$ cat src/rtl/core/tta_pkg.sv
// ----------------------------------------------------------------------------
// Temperature alarm package
// Zone, event and blink pattern codes, register map and the per-item result
// record that the temperature alarm blocks share.
// ----------------------------------------------------------------------------
package tta_pkg;

    localparam int CFG_ADDR_WIDTH = 4;
    localparam int CFG_DATA_WIDTH = 32;

    typedef logic [3:0] tta_zone_t;
    typedef logic [2:0] tta_event_t;
    typedef logic [1:0] tta_pattern_t;
    typedef logic [1:0] tta_reg_index_t;

    localparam tta_zone_t ZONE_NORMAL_1      = 4'd0;
    localparam tta_zone_t ZONE_NORMAL_2      = 4'd1;
    localparam tta_zone_t ZONE_NORMAL_3      = 4'd2;
    localparam tta_zone_t ZONE_WARN_HI_FIRST = 4'd3;
    localparam tta_zone_t ZONE_WARN_HI_RET   = 4'd4;
    localparam tta_zone_t ZONE_CRIT_HI       = 4'd5;
    localparam tta_zone_t ZONE_WARN_LO_FIRST = 4'd6;
    localparam tta_zone_t ZONE_WARN_LO_RET   = 4'd7;
    localparam tta_zone_t ZONE_CRIT_LO       = 4'd8;

    localparam tta_event_t EVENT_NONE       = 3'd0;
    localparam tta_event_t EVENT_WARN_HIGH  = 3'd1;
    localparam tta_event_t EVENT_WARN_LOW   = 3'd2;
    localparam tta_event_t EVENT_ALARM_HIGH = 3'd3;
    localparam tta_event_t EVENT_ALARM_LOW  = 3'd4;

    localparam tta_pattern_t PATTERN_OFF  = 2'd0;
    localparam tta_pattern_t PATTERN_DASH = 2'd1;
    localparam tta_pattern_t PATTERN_DOT  = 2'd2;

    localparam tta_reg_index_t REG_HIGH_CRITICAL = 2'd0;
    localparam tta_reg_index_t REG_HIGH_WARNING  = 2'd1;
    localparam tta_reg_index_t REG_LOW_WARNING   = 2'd2;
    localparam tta_reg_index_t REG_LOW_CRITICAL  = 2'd3;

    localparam int HIGH_CRITICAL_RESET = 40;
    localparam int HIGH_WARNING_RESET  = 30;
    localparam int LOW_WARNING_RESET   = 10;
    localparam int LOW_CRITICAL_RESET  = 0;

    typedef struct packed {
        tta_zone_t    zone_state;
        tta_event_t   first_event;
        tta_event_t   second_event;
        logic         led_changed;
        tta_pattern_t blink_pattern;
    } tta_step_t;

endpackage

$ cat src/rtl/core/tta_in_if.sv
// ----------------------------------------------------------------------------
// Temperature alarm input channel
// Valid/ready channel carrying one sample or return command per item.
// ----------------------------------------------------------------------------
interface tta_in_if #(
    parameter int TEMP_WIDTH = 16
);
    logic                         valid;
    logic                         ready;
    logic                         kind;
    logic signed [TEMP_WIDTH-1:0] temperature;

    modport source (output valid, output kind, output temperature, input ready);
    modport sink   (input valid, input kind, input temperature, output ready);
endinterface

$ cat src/rtl/core/tta_out_if.sv
// ----------------------------------------------------------------------------
// Temperature alarm output channel
// Valid/ready channel carrying the zone, events and blink pattern of an item.
// ----------------------------------------------------------------------------
interface tta_out_if;
    logic       valid;
    logic       ready;
    logic [3:0] zone_state;
    logic [2:0] first_event;
    logic [2:0] second_event;
    logic       led_changed;
    logic [1:0] blink_pattern;

    modport source (
        output valid, output zone_state, output first_event, output second_event,
        output led_changed, output blink_pattern, input ready
    );
    modport sink (
        input valid, input zone_state, input first_event, input second_event,
        input led_changed, input blink_pattern, output ready
    );
endinterface

$ cat src/rtl/core/tta_regs.sv
// ----------------------------------------------------------------------------
// Temperature alarm threshold registers
// APB-style register file holding the four signed alarm thresholds.
// ----------------------------------------------------------------------------
module tta_regs #(
    parameter int TEMP_WIDTH = 16
) (
    input  logic                                 clk,
    input  logic                                 rst_n,
    input  logic                                 psel,
    input  logic                                 penable,
    input  logic                                 pwrite,
    input  logic [tta_pkg::CFG_ADDR_WIDTH-1:0]   paddr,
    input  logic [tta_pkg::CFG_DATA_WIDTH-1:0]   pwdata,
    output logic [tta_pkg::CFG_DATA_WIDTH-1:0]   prdata,
    output logic                                 pready,
    output logic signed [TEMP_WIDTH-1:0]         high_critical,
    output logic signed [TEMP_WIDTH-1:0]         high_warning,
    output logic signed [TEMP_WIDTH-1:0]         low_warning,
    output logic signed [TEMP_WIDTH-1:0]         low_critical
);
    import tta_pkg::*;

    logic signed [TEMP_WIDTH-1:0] hc_reg;
    logic signed [TEMP_WIDTH-1:0] hw_reg;
    logic signed [TEMP_WIDTH-1:0] lw_reg;
    logic signed [TEMP_WIDTH-1:0] lc_reg;
    logic                         wr_en;
    tta_reg_index_t               index;

    assign pready = 1'b1;
    assign wr_en  = psel && penable && pwrite;
    assign index  = paddr[CFG_ADDR_WIDTH-1:2];

    always_ff @(posedge clk or negedge rst_n)
    begin
        if (!rst_n)
        begin
            hc_reg <= TEMP_WIDTH'(HIGH_CRITICAL_RESET);
            hw_reg <= TEMP_WIDTH'(HIGH_WARNING_RESET);
            lw_reg <= TEMP_WIDTH'(LOW_WARNING_RESET);
            lc_reg <= TEMP_WIDTH'(LOW_CRITICAL_RESET);
        end
        else if (wr_en)
        begin
            unique case (index)
                REG_HIGH_CRITICAL: hc_reg <= pwdata[TEMP_WIDTH-1:0];
                REG_HIGH_WARNING:  hw_reg <= pwdata[TEMP_WIDTH-1:0];
                REG_LOW_WARNING:   lw_reg <= pwdata[TEMP_WIDTH-1:0];
                REG_LOW_CRITICAL:  lc_reg <= pwdata[TEMP_WIDTH-1:0];
                default:           hc_reg <= hc_reg;
            endcase
        end
    end

    always_comb
    begin
        unique case (index)
            REG_HIGH_CRITICAL: prdata = CFG_DATA_WIDTH'(hc_reg);
            REG_HIGH_WARNING:  prdata = CFG_DATA_WIDTH'(hw_reg);
            REG_LOW_WARNING:   prdata = CFG_DATA_WIDTH'(lw_reg);
            REG_LOW_CRITICAL:  prdata = CFG_DATA_WIDTH'(lc_reg);
            default:           prdata = '0;
        endcase
    end

    assign high_critical = hc_reg;
    assign high_warning  = hw_reg;
    assign low_warning   = lw_reg;
    assign low_critical  = lc_reg;

endmodule

$ cat src/rtl/core/tta_zone.sv
// ----------------------------------------------------------------------------
// Temperature alarm zone logic
// Works out the next zone, the events raised and the blink pattern for one
// item, from a sample compared with the thresholds or from a return command.
// ----------------------------------------------------------------------------
module tta_zone #(
    parameter int TEMP_WIDTH = 16
) (
    input  tta_pkg::tta_zone_t           zone,
    input  tta_pkg::tta_pattern_t        pattern,
    input  logic                         kind,
    input  logic signed [TEMP_WIDTH-1:0] temperature,
    input  logic signed [TEMP_WIDTH-1:0] high_critical,
    input  logic signed [TEMP_WIDTH-1:0] high_warning,
    input  logic signed [TEMP_WIDTH-1:0] low_warning,
    input  logic signed [TEMP_WIDTH-1:0] low_critical,
    output tta_pkg::tta_step_t           step
);
    import tta_pkg::*;

    logic         ge_hc;
    logic         ge_hw;
    logic         le_lw;
    logic         le_lc;
    logic         hit_a;
    logic         hit_b;
    tta_event_t   ev_a;
    tta_event_t   ev_b;
    tta_zone_t    zone_a;
    tta_zone_t    zone_b;
    tta_pattern_t pat_a;
    tta_pattern_t pat_b;
    logic         ev_a_raised;

    assign ge_hc = temperature >= high_critical;
    assign ge_hw = temperature >= high_warning;
    assign le_lw = temperature <= low_warning;
    assign le_lc = temperature <= low_critical;

    // Each zone has up to two checks; the second one wins when both hit.
    always_comb
    begin
        hit_a  = 1'b0;
        hit_b  = 1'b0;
        ev_a   = EVENT_NONE;
        ev_b   = EVENT_NONE;
        zone_a = zone;
        zone_b = zone;
        pat_a  = pattern;
        pat_b  = pattern;
        unique case (zone)
            ZONE_NORMAL_1, ZONE_NORMAL_2, ZONE_NORMAL_3:
            begin
                hit_a  = ge_hw;
                ev_a   = EVENT_WARN_HIGH;
                zone_a = ZONE_WARN_HI_FIRST;
                pat_a  = PATTERN_DASH;
                hit_b  = le_lw;
                ev_b   = EVENT_WARN_LOW;
                zone_b = ZONE_WARN_LO_FIRST;
                pat_b  = PATTERN_DASH;
            end
            ZONE_WARN_HI_FIRST:
            begin
                hit_a  = ge_hc;
                ev_a   = EVENT_ALARM_HIGH;
                zone_a = ZONE_CRIT_HI;
                pat_a  = PATTERN_DOT;
                hit_b  = !ge_hw;
                zone_b = ZONE_NORMAL_3;
                pat_b  = PATTERN_OFF;
            end
            ZONE_WARN_LO_FIRST:
            begin
                hit_a  = le_lc;
                ev_a   = EVENT_ALARM_LOW;
                zone_a = ZONE_CRIT_LO;
                pat_a  = PATTERN_DOT;
                hit_b  = !le_lw;
                zone_b = ZONE_NORMAL_2;
                pat_b  = PATTERN_OFF;
            end
            ZONE_CRIT_LO:
            begin
                hit_a  = !le_lc;
                zone_a = ZONE_WARN_LO_RET;
                pat_a  = PATTERN_DASH;
            end
            ZONE_CRIT_HI:
            begin
                hit_a  = !ge_hc;
                zone_a = ZONE_WARN_HI_RET;
                pat_a  = PATTERN_DASH;
            end
            ZONE_WARN_LO_RET:
            begin
                hit_a  = le_lc;
                zone_a = ZONE_CRIT_LO;
                pat_a  = PATTERN_DOT;
                hit_b  = !le_lw;
                zone_b = ZONE_NORMAL_2;
                pat_b  = PATTERN_OFF;
            end
            ZONE_WARN_HI_RET:
            begin
                hit_a  = !ge_hw;
                zone_a = ZONE_NORMAL_3;
                pat_a  = PATTERN_OFF;
                hit_b  = ge_hc;
                zone_b = ZONE_CRIT_HI;
                pat_b  = PATTERN_DOT;
            end
            default:
            begin
                hit_a = 1'b0;
            end
        endcase
    end

    assign ev_a_raised = hit_a && (ev_a != EVENT_NONE);

    always_comb
    begin
        step.led_changed = 1'b0;
        step.first_event  = EVENT_NONE;
        step.second_event = EVENT_NONE;
        step.zone_state   = zone;
        step.blink_pattern = pattern;
        if (kind)
        begin
            step.zone_state = ZONE_NORMAL_1;
        end
        else
        begin
            step.led_changed = hit_a || hit_b;
            if (hit_b)
            begin
                step.zone_state    = zone_b;
                step.blink_pattern = pat_b;
            end
            else if (hit_a)
            begin
                step.zone_state    = zone_a;
                step.blink_pattern = pat_a;
            end
            if (ev_a_raised)
            begin
                step.first_event  = ev_a;
                step.second_event = hit_b ? ev_b : EVENT_NONE;
            end
            else if (hit_b)
            begin
                step.first_event = ev_b;
            end
        end
    end

endmodule

$ cat src/rtl/core/temp_threshold_alarm_fsm.sv
// ----------------------------------------------------------------------------
// Temperature threshold alarm
// Nine-zone temperature alarm with hysteresis, programmable thresholds over
// an APB-style port and valid/ready item channels.
// ----------------------------------------------------------------------------
// An accepted item is held in the input register and its result in the result register.
// Throughput: one item per cycle while the output is taken, set by the single zone register update.
// The input register takes one more item while a result waits at the output.
// Reset clears the zone to the first normal state, the pattern to off and
// the thresholds to 40, 30, 10 and 0.
module temp_threshold_alarm_fsm #(
    parameter int TEMP_WIDTH = 16
) (
    input  logic                               clk,
    input  logic                               rst_n,
    tta_in_if.sink                             in_ch,
    tta_out_if.source                          out_ch,
    input  logic                               psel,
    input  logic                               penable,
    input  logic                               pwrite,
    input  logic [tta_pkg::CFG_ADDR_WIDTH-1:0] paddr,
    input  logic [tta_pkg::CFG_DATA_WIDTH-1:0] pwdata,
    output logic [tta_pkg::CFG_DATA_WIDTH-1:0] prdata,
    output logic                               pready
);
    import tta_pkg::*;

    logic signed [TEMP_WIDTH-1:0] high_critical;
    logic signed [TEMP_WIDTH-1:0] high_warning;
    logic signed [TEMP_WIDTH-1:0] low_warning;
    logic signed [TEMP_WIDTH-1:0] low_critical;

    logic                         in_valid_reg;
    logic                         in_kind_reg;
    logic signed [TEMP_WIDTH-1:0] in_temp_reg;
    logic                         out_valid_reg;
    tta_step_t                    result_reg;
    tta_zone_t                    zone_reg;
    tta_pattern_t                 pattern_reg;

    logic                         out_free;
    logic                         advance;
    logic                         in_take;
    tta_step_t                    step;

    tta_regs #(
        .TEMP_WIDTH (TEMP_WIDTH)
    ) u_regs (
        .clk           (clk),
        .rst_n         (rst_n),
        .psel          (psel),
        .penable       (penable),
        .pwrite        (pwrite),
        .paddr         (paddr),
        .pwdata        (pwdata),
        .prdata        (prdata),
        .pready        (pready),
        .high_critical (high_critical),
        .high_warning  (high_warning),
        .low_warning   (low_warning),
        .low_critical  (low_critical)
    );

    tta_zone #(
        .TEMP_WIDTH (TEMP_WIDTH)
    ) u_zone (
        .zone          (zone_reg),
        .pattern       (pattern_reg),
        .kind          (in_kind_reg),
        .temperature   (in_temp_reg),
        .high_critical (high_critical),
        .high_warning  (high_warning),
        .low_warning   (low_warning),
        .low_critical  (low_critical),
        .step          (step)
    );

    assign out_free    = !out_valid_reg || out_ch.ready;
    assign advance     = in_valid_reg && out_free;
    assign in_ch.ready = !in_valid_reg || out_free;
    assign in_take     = in_ch.valid && in_ch.ready;

    always_ff @(posedge clk or negedge rst_n)
    begin
        if (!rst_n)
        begin
            in_valid_reg  <= 1'b0;
            out_valid_reg <= 1'b0;
            zone_reg      <= ZONE_NORMAL_1;
            pattern_reg   <= PATTERN_OFF;
        end
        else
        begin
            if (in_take)
            begin
                in_valid_reg <= 1'b1;
            end
            else if (advance)
            begin
                in_valid_reg <= 1'b0;
            end
            if (advance)
            begin
                out_valid_reg <= 1'b1;
                zone_reg      <= step.zone_state;
                pattern_reg   <= step.blink_pattern;
            end
            else if (out_ch.ready)
            begin
                out_valid_reg <= 1'b0;
            end
        end
    end

    always_ff @(posedge clk)
    begin
        if (in_take)
        begin
            in_kind_reg <= in_ch.kind;
            in_temp_reg <= in_ch.temperature;
        end
        if (advance)
        begin
            result_reg <= step;
        end
    end

    assign out_ch.valid         = out_valid_reg;
    assign out_ch.zone_state    = result_reg.zone_state;
    assign out_ch.first_event   = result_reg.first_event;
    assign out_ch.second_event  = result_reg.second_event;
    assign out_ch.led_changed   = result_reg.led_changed;
    assign out_ch.blink_pattern = result_reg.blink_pattern;

endmodule

$ cat src/flat_wrapper.sv
// flat-port wrapper written by rule: the top's interface ports become plain ports
module temp_threshold_alarm_fsm_flat import tta_pkg::*;
#(
    parameter int TEMP_WIDTH = 16
)
  (clk, rst_n, psel, penable, pwrite, paddr, pwdata, prdata, pready, in_ch_valid, in_ch_kind, in_ch_temperature, in_ch_ready, out_ch_valid, out_ch_zone_state, out_ch_first_event, out_ch_second_event, out_ch_led_changed, out_ch_blink_pattern, out_ch_ready);
  tta_in_if #(.TEMP_WIDTH(TEMP_WIDTH)) in_ch_i ();
  tta_out_if out_ch_i ();
  input  logic clk;
  input  logic rst_n;
  input  logic psel;
  input  logic penable;
  input  logic pwrite;
  input  logic [tta_pkg::CFG_ADDR_WIDTH-1:0] paddr;
  input  logic [tta_pkg::CFG_DATA_WIDTH-1:0] pwdata;
  output logic [tta_pkg::CFG_DATA_WIDTH-1:0] prdata;
  output logic pready;
  input wire logic [$bits(in_ch_i.valid)-1:0] in_ch_valid;
  input wire logic [$bits(in_ch_i.kind)-1:0] in_ch_kind;
  input wire logic [$bits(in_ch_i.temperature)-1:0] in_ch_temperature;
  output wire logic [$bits(in_ch_i.ready)-1:0] in_ch_ready;
  output wire logic [$bits(out_ch_i.valid)-1:0] out_ch_valid;
  output wire logic [$bits(out_ch_i.zone_state)-1:0] out_ch_zone_state;
  output wire logic [$bits(out_ch_i.first_event)-1:0] out_ch_first_event;
  output wire logic [$bits(out_ch_i.second_event)-1:0] out_ch_second_event;
  output wire logic [$bits(out_ch_i.led_changed)-1:0] out_ch_led_changed;
  output wire logic [$bits(out_ch_i.blink_pattern)-1:0] out_ch_blink_pattern;
  input wire logic [$bits(out_ch_i.ready)-1:0] out_ch_ready;
  assign in_ch_i.valid = in_ch_valid;
  assign in_ch_i.kind = in_ch_kind;
  assign in_ch_i.temperature = in_ch_temperature;
  assign in_ch_ready = in_ch_i.ready;
  assign out_ch_valid = out_ch_i.valid;
  assign out_ch_zone_state = out_ch_i.zone_state;
  assign out_ch_first_event = out_ch_i.first_event;
  assign out_ch_second_event = out_ch_i.second_event;
  assign out_ch_led_changed = out_ch_i.led_changed;
  assign out_ch_blink_pattern = out_ch_i.blink_pattern;
  assign out_ch_i.ready = out_ch_ready;
  temp_threshold_alarm_fsm #(.TEMP_WIDTH(TEMP_WIDTH)) u_core (.clk(clk), .rst_n(rst_n), .in_ch(in_ch_i), .out_ch(out_ch_i), .psel(psel), .penable(penable), .pwrite(pwrite), .paddr(paddr), .pwdata(pwdata), .prdata(prdata), .pready(pready));
endmodule
$ cat config.mk
export PLATFORM = sky130hd
export DESIGN_NAME = temp_threshold_alarm_fsm_flat
export DESIGN_NICKNAME = d
export VERILOG_FILES = /design/src/rtl/core/tta_pkg.sv /design/src/rtl/core/tta_in_if.sv /design/src/rtl/core/tta_out_if.sv /design/src/rtl/core/tta_regs.sv /design/src/rtl/core/tta_zone.sv /design/src/rtl/core/temp_threshold_alarm_fsm.sv /design/src/flat_wrapper.sv
export SDC_FILE = /design/constraint.sdc
export NUM_CORES = 1
export LEC_CHECK = 0
export BUFFER_PORTS_ARGS = -buffer_cell sky130_fd_sc_hd__buf_2
export CAP_MARGIN = 20
export CORE_ASPECT_RATIO = 1.1
export CORE_MARGIN = 8
export CORE_UTILIZATION = 30
export DETAILED_ROUTE_END_ITERATION = 10
export GPL_TIMING_DRIVEN = 0
export PLACE_DENSITY_LB_ADDON = 0.15
export SLEW_MARGIN = 15
export SYNTH_ARGS = -nofsm -noshare
export SYNTH_HDL_FRONTEND = slang
export SYNTH_SLANG_ARGS = --single-unit
$ cat constraint.sdc
create_clock -name clk -period 4.5 [get_ports clk]
set_input_delay 0.225 -clock clk [delete_from_list [all_inputs] [get_ports clk]]
set_output_delay 0.225 -clock clk [all_outputs]
set_load 0.005 [all_outputs]
==> results of run 1 <==
==> timing repair <==
item / 4_1_cts / 5_1_grt
setup buffers: 0 / 0
hold buffers: 1 / 0
hold endpoints to repair: 17 / 0
==> metal layers <==
metal	global-route usage	vias up	wire (um)
li1	-	2309	-
met1	0.179	2314	8060
met2	0.235	129	8380
met3	0.0298	20	851
met4	0.0392	0	231
met5	0	-	0
==> Yosys cell counts (all sizes together), types with 2 or more instances <==
master	instances
o211ai	3
a21o	4
and2	3
nor3	10
conb	2
dfstp	8
nor2b	5
or3	2
or2	3
nor4	3
or4	2
a21oi	30
nand3b	2
o221ai	2
nor2	16
o21ai	43
clkbuf	15
a211oi	2
o21a	5
nand2b	6
buf	23
nand2	67
mux2	36
a22o	2
o31ai	2
dfrtp	64
inv	72
mux2i	4
mux4	16
edfxtp	28
ha	64
and3	3
a32oi	2
nand3	8
a2111oi	2
nand4	12
a21boi	2
a32o	3
o22ai	4
==> metrics by stage <==
step           hold slack [ns]  instances
2_1_floorplan          -0.0706        597
3_3_place_gp             0.402        939
3_5_place_dp             0.122        940
4_1_cts                 0.0278        957
5_1_grt                 0.0308        957
6_report                0.0419        957
==> final cells by class <==
class                   instances  area, sq um
fillers                      2069        13200
multi-input cells             387         3070
flip-flops and latches        100         2650
repair buffers                 88          470
well taps                     256          320
inverters                      72          270
clock buffers                  13          250
plain buffers                  38          224
clock inverters                 3         22.5
==> final timing paths <==
kind	from	end	slack [ns]	depth (start not counted)
min in group asynchronous	rst_n	u_core.u_regs.high_warning[11]	0.29	2
max in group asynchronous	rst_n	u_core.u_regs.high_warning[1]	3.58	3
min reg2reg	u_core.in_valid_reg	u_core.out_ch.valid	0.50	1
max	u_core.in_temp_reg[0]	u_core.out_ch.zone_state[2]	0.33	12
max reg2reg	u_core.in_temp_reg[0]	u_core.out_ch.zone_state[2]	0.33	12
min	in_ch_temperature[4]	u_core.in_temp_reg[4]	0.04	1
==> cells by family after synthesis <==
logic type,Yosys count,share of synthesized area
other,2,0.00121
and+or+nand+nor,145,0.112
DFF,100,0.427
buffers and inverters,110,0.0796
AOI/OAI and AO/OA,118,0.119
adders and majority gates,64,0.129
muxes,56,0.130
xor gates and xnor gates,1,0.00141
==> power by group <==
group,switching (mW),internal (mW)
Combinational,0.780,0.655
Clock,0.350,0.392
Sequential,0.131,1.16
==> results.env, run 1 <==
CTS_TREE='built'
DR.PASS1.ITERS=5
MAX_FREQ_GHz=0.240
SLEW_VIOLATIONS=0
FINAL_CELL_MIX='buf_2 (87), inv_1 (72), nand2_1 (67), ha_1 (64), dfrtp_1 (64)'
ANTENNA_FOUND_INITIAL=0
OVERFLOW=0
LAYOUT_COMMONEST_CELL='buf_2'
CLK_ROOT_BUFFER_CELL='clkbuf_16'
DIE-AREA_SQ_UM=25600
CTS.SINK_COUNT=100
STATUS='finished clean'
TIMING.CRITICAL_PATH.REQUIRED_NS=4.59
POWER.IR.VDD_WORST_V=0.000181
IO-PIN-COUNT=108
POWER_DENSITY_nW_PER_UM2=477
SETUP_SLACK_NS=0.326
FINAL_ROUTED_WIRELENGTH_ACROSS_ALL_METAL_LAYERS_UM=17500
DETAILEDPLACE.WORSTSLACK_NS=0.351
STARTPOINT_TYPE='register'
P_LEAK_nW=3.30
MIN_PERIOD_NS=4.17
SYNTH_SEQ_CELLS=100
STDCELL_AREA_SQ_UM=7280
CTS_REPAIR_RESIZE_COUNT=0
ASYNCSETRESETFLOPFRACSYNTH=0.720
CRIT_PATH_TOP_DELAY_CELL='a2111oi_0'
POST-SYNTH-TOP-AREA-FRACTION=0.258
WORST-ENDPOINT-ARRIVAL_NS=4.26
MAX_SLEW_MARGIN=0.314
YOSYS_WARNINGS=0
CRIT_TYPE='reg -> reg'
CELLS_ALONG_THE_CRITICAL_PATH='inv_1, ha_1, nand2b_1, a2111oi_0, o31ai_1, mux2_4, and3_2, a2111oi_2, buf_2, o22ai_1, a211oi_1, nor2_1'
LAYOUT-DRIVE-GT1-SHARE=0.271
ROUTE.VIAS.TOTAL=4772
TRITONCTS.NUM_BUFFERS=9
GRT_MAX_DEGREE=56
WORSTSKEWPAIRLATENCY_NS=0.35
FP.DIEH_UM=167
SETUP-TNS-FINAL_NS=0
DETAIL_ROUTE.WL_PER_CELL_UM=18.3
POST_SYNTH_MAIN_AREA_CONTRIBUTORS='dfrtp_1 (26%), edfxtp_1 (14%), ha_1 (13%), mux2_2 (6.3%), mux4_2 (5.8%)'
ROUTED_VIA_DENSITY=4.99
TIMING.CLOCK.SKEW_NS=0.00536
DETAIL_ROUTE.ITER0.VIOLATIONS=301
YS_SEQ_AREA_FRAC=0.427
GROUTE.USAGE.OVERALL=0.140
SYNTH.LIB_CELLS_USED.DISTINCT=63
WORSTPATHMAXFANOUT=10
DIE_W_UM=153
ANTENNA_LEFT=0
SETUP.WORST_PATH.END_CLASS='register'
SYN2LAYOUT_AREA_GROWTH_PCT=17.2
HOLDCRITPATHCLASS='in -> reg'
PLACED_AREA_SQ_UM=6990
SETUP-VIOLATIONS-FINAL=0
CLK_PATH_BUF_DEPTH=2
REPORT.POWER.TOTAL_mW=3.47
FIN_CRIT_SH=0.927
SYNTH_FLOP_CELL='dfrtp_1'
NUMBER_OF_ENABLE_TYPE_REGISTER_CELLS_IN_THE_SYNTHESIZED_NETLIST=28
CORE_REGION_AREA_SQ_UM=20400
DRC=0
ANTENNA_CELLS=0
CRITPATHBUFINV=2
START_UTIL=0.304
MAXCAPVIOLATIONS=0
SYNTHESIS.AREA_SQ_UM=6210
SYNTH_TOP_CELL_BY_AREA='dfrtp_1'
HTREE_NUM_LEVELS=3
CRITICAL_PATH.TOP_DELAY_FAMILY='compound AO/OA/AOI/OAI gates'
POST-ROUTE-UTIL=0.356
NUM-NETS-FINAL=820
BUFFER_PORTS.INSERTED=86
FLOORPLAN.ROWS=55
POSTSYNTHCELLCOUNT=596
POSTSYNTHAREAPERCELL_SQ_UM=10.4
GRT_PASS1_WL_UM=28100
PLACE.GP.CONGESTION=0.838
CTS_CLK_PIN_SLEW_WORST_PATHS_NS=0.07
HPWLAFTERDP_UM=13500
SETUP_REPAIR_AFTER_GLOBAL_ROUTING_MISSED_ITS_MARGIN='no'
FINAL-HOLD-VIOLATION-COUNT=0
WORSTMARGINPINSLEW_NS=1.03
MAX_STAGE_DELAY_NS=0.83
FIRST_GLOBAL_VIAS=5027
Note: power is estimated with default switching activity, not from simulation.
==> inputs of run 2 (changes only) <==
--- a/config.mk
+++ b/config.mk
@@ -10,6 +10,7 @@
 export CORE_ASPECT_RATIO = 1.1
 export CORE_MARGIN = 8
 export CORE_UTILIZATION = 30
+export CTS_BUF_LIST = sky130_fd_sc_hd__clkbuf_2
 export DETAILED_ROUTE_END_ITERATION = 10
 export GPL_TIMING_DRIVEN = 0
 export PLACE_DENSITY_LB_ADDON = 0.15
==> results.env, run 2 (synthesized netlist as in run 1, its figures left out) <==
P_LEAK_nW=3.39
MIN_PERIOD_NS=4.18
WORST_R2R_PATH_DEPTH=12
HOLDWS_NS=0.0854
ANTENNA_FOUND_INITIAL=1
TIMING.RR.END='u_core.out_ch.zone_state[2]'
FP.DIEH_UM=167
CRITPATHBUFINV=2
CTS.SINK_COUNT=100
POWER_SWITCHING_SHARE=0.391
BUFFER_PORTS.INSERTED=86
CTS_CLK_PIN_SLEW_WORST_PATHS_NS=0.29
CRIT_TYPE='reg -> reg'
P_INT_mW=1.91
FINAL_CELL_MIX='buf_2 (87), inv_1 (72), nand2_1 (67), ha_1 (64), dfrtp_1 (64)'
CRITICAL_PATH.TOP_DELAY_FAMILY='compound AO/OA/AOI/OAI gates'
CTS_TREE='built'
CLK_ROOT_BUFFER_CELL='clkbuf_2'
CRIT_PATH_TOP_DELAY_CELL='a2111oi_0'
MAX_FREQ_GHz=0.239
FLOORPLAN.ROWS=55
START_UTIL=0.304
CLOCKPOWERSHARE=0.124
SETUP-VIOLATIONS-FINAL=0
FINAL_CELLS=995
OVERFLOW=0
DPL.CELL_COUNT=940
FINAL-HOLD-VIOLATION-COUNT=0
CELLS_ALONG_THE_CRITICAL_PATH='inv_1, ha_1, nand2b_1, a2111oi_0, o31ai_1, mux2_4, and3_2, a2111oi_2, buf_2, o22ai_1, a211oi_1, nor2_1'
CTS_REPAIR_RESIZE_COUNT=0
ROUTED_VIA_DENSITY=4.99
POWER.IR.VDD_WORST_V=0.000139
SETUP_REPAIR_AFTER_GLOBAL_ROUTING_MISSED_ITS_MARGIN='no'
GROUTE.USAGE.OVERALL=0.142
HPWLAFTERDP_UM=13500
DETAIL_ROUTE.WL_PER_CELL_UM=17.7
R2R-START='u_core.in_temp_reg[0]'
ANTENNA_LEFT=0
CORE_REGION_AREA_SQ_UM=20400
HOLD_BUFFERS=38
PWR-SHARE-SEQ=0.411
GRT_MAX_DEGREE=56
SETUP.WORST_PATH.END_CLASS='register'
IO-PIN-COUNT=108
REG2REG_SETUP_SLACK_NS=0.32
SWITCHING_POWER_mW=1.23
LAYOUT-DRIVE-GT1-SHARE=0.260
DETAIL_ROUTE.ITER0.VIOLATIONS=277
NUM-NETS-FINAL=857
WORSTMARGINPINSLEW_NS=1.04
MAX_STAGE_DELAY_NS=0.83
PLACE.GP.CONGESTION=0.838
MAX_SLEW_MARGIN=0.308
HTREE_NUM_LEVELS=3
STATUS='finished clean'
GRT_PASS1_WL_UM=28600
HOLDCRITPATHCLASS='in -> async'
DRC=0
SETUP-TNS-FINAL_NS=0
DR.PASS1.ITERS=5
COMBPWRFRAC=0.465
TRITONCTS.NUM_BUFFERS=9
DIE-AREA_SQ_UM=25600
DIE_W_UM=153
STARTPOINT_TYPE='register'
MAXCAPVIOLATIONS=0
LAYOUT.FILLER_CELLS=2075
WORST-ENDPOINT-ARRIVAL_NS=4.56
TIMING.CLOCK.SKEW_NS=0.0333
ROUTE.VIAS.TOTAL=4970
TIMING.CRITICAL_PATH.REQUIRED_NS=4.89
WORSTPATHMAXFANOUT=10
LAYOUT_COMMONEST_CELL='buf_2'
SYN2LAYOUT_AREA_GROWTH_PCT=20.2
FINAL_ROUTED_WIRELENGTH_ACROSS_ALL_METAL_LAYERS_UM=17600
POST_CTS_SETUP_INSERTS=0
POWER_DENSITY_nW_PER_UM2=421
SLEW_VIOLATIONS=0
FIN_CRIT_SH=0.928
CLK_PATH_BUF_DEPTH=2
FIRST_GLOBAL_VIAS=5239
CRIT_PATH_START='u_core.in_temp_reg[0]'
WORSTSKEWPAIRLATENCY_NS=0.63
-- run 2: worst register-to-register path, delay by kind of cell, from the launching register on --
kind                     cells  cell delay, ns
buffers and inverters        2            0.49
multiplexers                 1            0.34
flip-flops                   1            0.43
adder cells (fa/ha/maj)      1            0.26
AO/OA/AOI/OAI                5            1.98
AND/OR/NAND/NOR              3            0.47
-- run 2: power by group through the flow --
stage / clock network, mW / logic (mW) / registers, mW
4_1_cts: 0.414 / 1.47 / 1.29
3_5_place_dp: 0 / 1.43 / 1.31
6_report: 0.391 / 1.46 / 1.29
5_1_grt: 0.446 / 1.65 / 1.32
3_3_place_gp: 0 / 1.41 / 1.30
2_1_floorplan: 0 / 0.998 / 1.27
-- run 2: layer usage --
metal	wire (um)	vias to the layer above	GRT usage
li1	-	2389	-
met1	7860	2417	0.178
met2	8520	141	0.237
met3	912	23	0.0293
met4	287	0	0.0504
met5	0	-	0
-- run 2: worst max-delay path by stage --
stage	to	slack [ns]	cells past startpoint
2_1_floorplan	u_core.out_ch.blink_pattern[0]	1.14	12
3_3_place_gp	u_core.out_ch.zone_state[2]	0.28	12
3_5_place_dp	u_core.out_ch.zone_state[2]	0.35	12
4_1_cts	u_core.out_ch.zone_state[2]	0.30	12
5_1_grt	u_core.zone_reg[2]	0.16	12
6_report	u_core.out_ch.zone_state[2]	0.32	12
-- run 2: cell type report --
| type | count | area, sq um | area share |
|---|---|---|---|
| multi-input combinational | 387 | 3070 | 0.411 |
| antenna | 1 | 2.50 | 0.000335 |
| tap | 256 | 320 | 0.0429 |
| inverter | 72 | 270 | 0.0362 |
| clock buffer | 12 | 60.1 | 0.00805 |
| sequential | 100 | 2650 | 0.355 |
| buffer | 38 | 224 | 0.0300 |
| clock inverter | 4 | 26.3 | 0.00352 |
| timing repair buffer | 125 | 841 | 0.113 |
-- run 2: stage by stage --
step,cell area [sq um],utilization,power (mW),setup WS [ns]
after global placement,6960,0.341,2.72,0.280
after global routing,7460,0.365,3.41,0.164
after detailed placement,6990,0.342,2.75,0.351
after CTS,7460,0.365,3.17,0.304
final,7460,0.365,3.14,0.324
after floorplan,6210,-,2.27,1.14
==> inputs of run 3 (changes only) <==
--- a/config.mk
+++ b/config.mk
@@ -5,6 +5,7 @@
 export SDC_FILE = /design/constraint.sdc
 export NUM_CORES = 1
 export LEC_CHECK = 0
+export ABC_AREA = 1
 export BUFFER_PORTS_ARGS = -buffer_cell sky130_fd_sc_hd__buf_2
 export CAP_MARGIN = 20
 export CORE_ASPECT_RATIO = 1.1
==> results.env, run 3 <==
STARTPOINT_TYPE='register'
FIN_CRIT_SH=0.604
POWER_DENSITY_nW_PER_UM2=405
POST-SYNTH-TOP-AREA-FRACTION=0.256
CLK_PATH_BUF_DEPTH=2
YOSYS_WARNINGS=0
LAYOUT-DRIVE-GT1-SHARE=0.158
POSTSYNTHAREAPERCELL_SQ_UM=7.99
DETAIL_ROUTE.WL_PER_CELL_UM=15.4
YOSYS.CELL_COUNT.TOP_TYPE='nand2_1'
PLACED_AREA_SQ_UM=7060
FINAL-HOLD-VIOLATION-COUNT=0
MAX_FREQ_GHz=0.368
STDCELL_AREA_SQ_UM=7560
BUFFER_PORTS.INSERTED=86
CTS_TREE='built'
WORSTMARGINPINSLEW_NS=1.05
CTS_REPAIR_RESIZE_COUNT=0
START_UTIL=0.305
ROUTED_VIA_DENSITY=4.59
HOLDCRITPATHCLASS='in -> reg'
HPWLAFTERDP_UM=14600
TIMING.CRITICAL_PATH.REQUIRED_NS=4.92
SETUP_REPAIR_AFTER_GLOBAL_ROUTING_MISSED_ITS_MARGIN='no'
SETUP.WORST_PATH.END_CLASS='register'
POWER.IR.VDD_WORST_V=0.000118
GROUTE.USAGE.OVERALL=0.147
SYNTHESIS.AREA_SQ_UM=6260
SYNTH_FLOP_CELL='dfrtp_1'
CORE_REGION_AREA_SQ_UM=20500
FINAL_ROUTED_WIRELENGTH_ACROSS_ALL_METAL_LAYERS_UM=18300
FIRST_GLOBAL_VIAS=5526
POST_SYNTH_MAIN_AREA_CONTRIBUTORS='dfrtp_1 (26%), edfxtp_1 (13%), nand2_1 (13%), ha_1 (13%), inv_1 (7.4%)'
TIMING.CLOCK.SKEW_NS=0.0380
OVERFLOW=0
FP.DIEH_UM=167
MAX_SLEW_MARGIN=0.298
WORSTSKEWPAIRLATENCY_NS=0.63
TRITONCTS.NUM_BUFFERS=9
PLACE.GP.CONGESTION=0.854
GRT_PASS1_WL_UM=29900
SYNTH_TOP_CELLS_BY_COUNT='nand2_1 (221), inv_1 (124), o21ai_0 (71)'
ASYNCSETRESETFLOPFRACSYNTH=0.720
LAYOUT_COMMONEST_CELL='nand2_1'
DIE-AREA_SQ_UM=25700
DRC=0
ANTENNA_FOUND_INITIAL=1
SYN2LAYOUT_AREA_GROWTH_PCT=20.8
SYNTH_SEQ_CELLS=100
DETAIL_ROUTE.ITER0.VIOLATIONS=280
WORSTPATHMAXFANOUT=10
CRIT_TYPE='reg -> reg'
REG2REG_SETUP_SLACK_NS=1.78
POSTSYNTHCELLCOUNT=783
FINAL_CELL_MIX='nand2_1 (221), inv_1 (124), buf_2 (85), o21ai_0 (71)'
MIN_PERIOD_NS=2.72
SETUP-TNS-FINAL_NS=0
ROUTE.VIAS.TOTAL=5435
P_LEAK_nW=3.81
SETUP-VIOLATIONS-FINAL=0
GRT_MAX_DEGREE=50
SLEW_VIOLATIONS=0
MAXCAPVIOLATIONS=0
NUM-NETS-FINAL=1047
ANTENNA_LEFT=0
SYNTH_TOP_CELL_BY_AREA='dfrtp_1'
WORST-ENDPOINT-ARRIVAL_NS=3.14
DR.PASS1.ITERS=4
CTS.SINK_COUNT=100
CLK_ROOT_BUFFER_CELL='clkbuf_2'
HTREE_NUM_LEVELS=3
NUMBER_OF_ENABLE_TYPE_REGISTER_CELLS_IN_THE_SYNTHESIZED_NETLIST=28
IO-PIN-COUNT=108
SYNTH.LIB_CELLS_USED.DISTINCT=33
CTS_CLK_PIN_SLEW_WORST_PATHS_NS=0.29
FLOORPLAN.ROWS=55
DIE_W_UM=154
YS_SEQ_AREA_FRAC=0.424
STATUS='finished clean'
==> run 3: changes by cell type after synthesis, moves of 5 or more <==
cell and delta:
o2111ai_1 +15, nand2_1 +154, inv_1 +52, nand3_1 +20, nor3_1 -9, o21ai_0 +28, nand2b_1 -6, mux4_2 -16
nor2_1 +29, mux2_2 -35, nor2b_1 -5
==> run 3: worst paths after layout <==
check / to / startpoint / cells past startpoint
hold / removal: u_core.u_regs.high_warning[1] / penable / 5
min in group asynchronous: u_core.u_regs.high_critical[6] / rst_n / 3
setup reg to reg: u_core.out_ch.zone_state[1] / u_core.u_regs.low_warning[1] / 17
hold reg to reg: u_core.u_regs.low_critical[13] / u_core.u_regs.low_critical[13] / 2
setup / recovery: u_core.out_ch.zone_state[1] / u_core.u_regs.low_warning[1] / 17
max in group asynchronous: u_core.u_regs.high_critical[15] / rst_n / 4
==> run 3: metrics by stage <==
step / instances / power [mW] / hold slack [ns] / utilization / setup slack, ns
floorplan: 784 / 2.19 / -0.0706 / - / 2.19
global placement: 1126 / 2.61 / 0.402 / 0.342 / 1.77
detailed placement: 1128 / 2.63 / 0.196 / 0.344 / 1.81
CTS: 1184 / 3.10 / 0.0498 / 0.368 / 1.76
global route: 1185 / 3.35 / 0.101 / 0.369 / 1.51
finish: 1185 / 3.06 / 0.123 / 0.369 / 1.78
==> run 3: layout make-up <==
type / instances / area [sq um]
Antenna cell: 1 / 2.50
Buffer: 37 / 218
Clock buffer: 10 / 50.0
Clock inverter: 6 / 47.5
Fill cell: 2185 / 12900
Inverter: 126 / 473
Multi-Input combinational cell: 521 / 2920
Sequential cell: 100 / 2650
Tap cell: 256 / 320
Timing Repair Buffer: 128 / 872
==> run 3: what timing repair did <==
item,CTS,global route
hold endpoints to repair,150,0
hold buffers,40,0
setup buffers,0,0
==> run 3: per-layer routing <==
layer | wire length, um | global-route usage | up-vias | part of all wire
met5 | 0 | 0 | - | 0
met4 | 359 | 0.0546 | 0 | 0.020
met3 | 541 | 0.0206 | 21 | 0.030
met2 | 8720 | 0.245 | 93 | 0.48
met1 | 8640 | 0.190 | 2503 | 0.47
li1 | - | - | 2818 | -
==> run 3: critical path, stage by stage (launching register included) <==
cell      delay (ns)
dfstp_2         0.63
inv_1           0.05
ha_1            0.28
inv_1           0.04
o21bai_1        0.11
nand2_1         0.06
nand2_1         0.07
nand2_1         0.05
nand2_1         0.06
nand2_1         0.06
nand3_1         0.10
nand3_1         0.12
nand2_1         0.15
nand2_1         0.12
nor2_4          0.17
buf_6           0.17
nand3_1         0.10
and3_1          0.18
==> run 3: where the power goes <==
group,internal (mW),switching [mW],total (mW),leakage (nW)
combinational,0.535,0.773,1.31,2.58
sequential,1.15,0.163,1.32,1.17
clock,0.0828,0.353,0.435,0.0648
==> run 3: logic make-up after synthesis <==
kind of cell             count (synthesis)  synth area share
AND/OR/NAND/NOR                        329             0.223
other                                    2           0.00120
AO/OA/AOI/OAI                          125             0.114
buffers and inverters                  163             0.110
adder cells (fa/ha/maj)                 64             0.128
flip-flops                             100             0.424
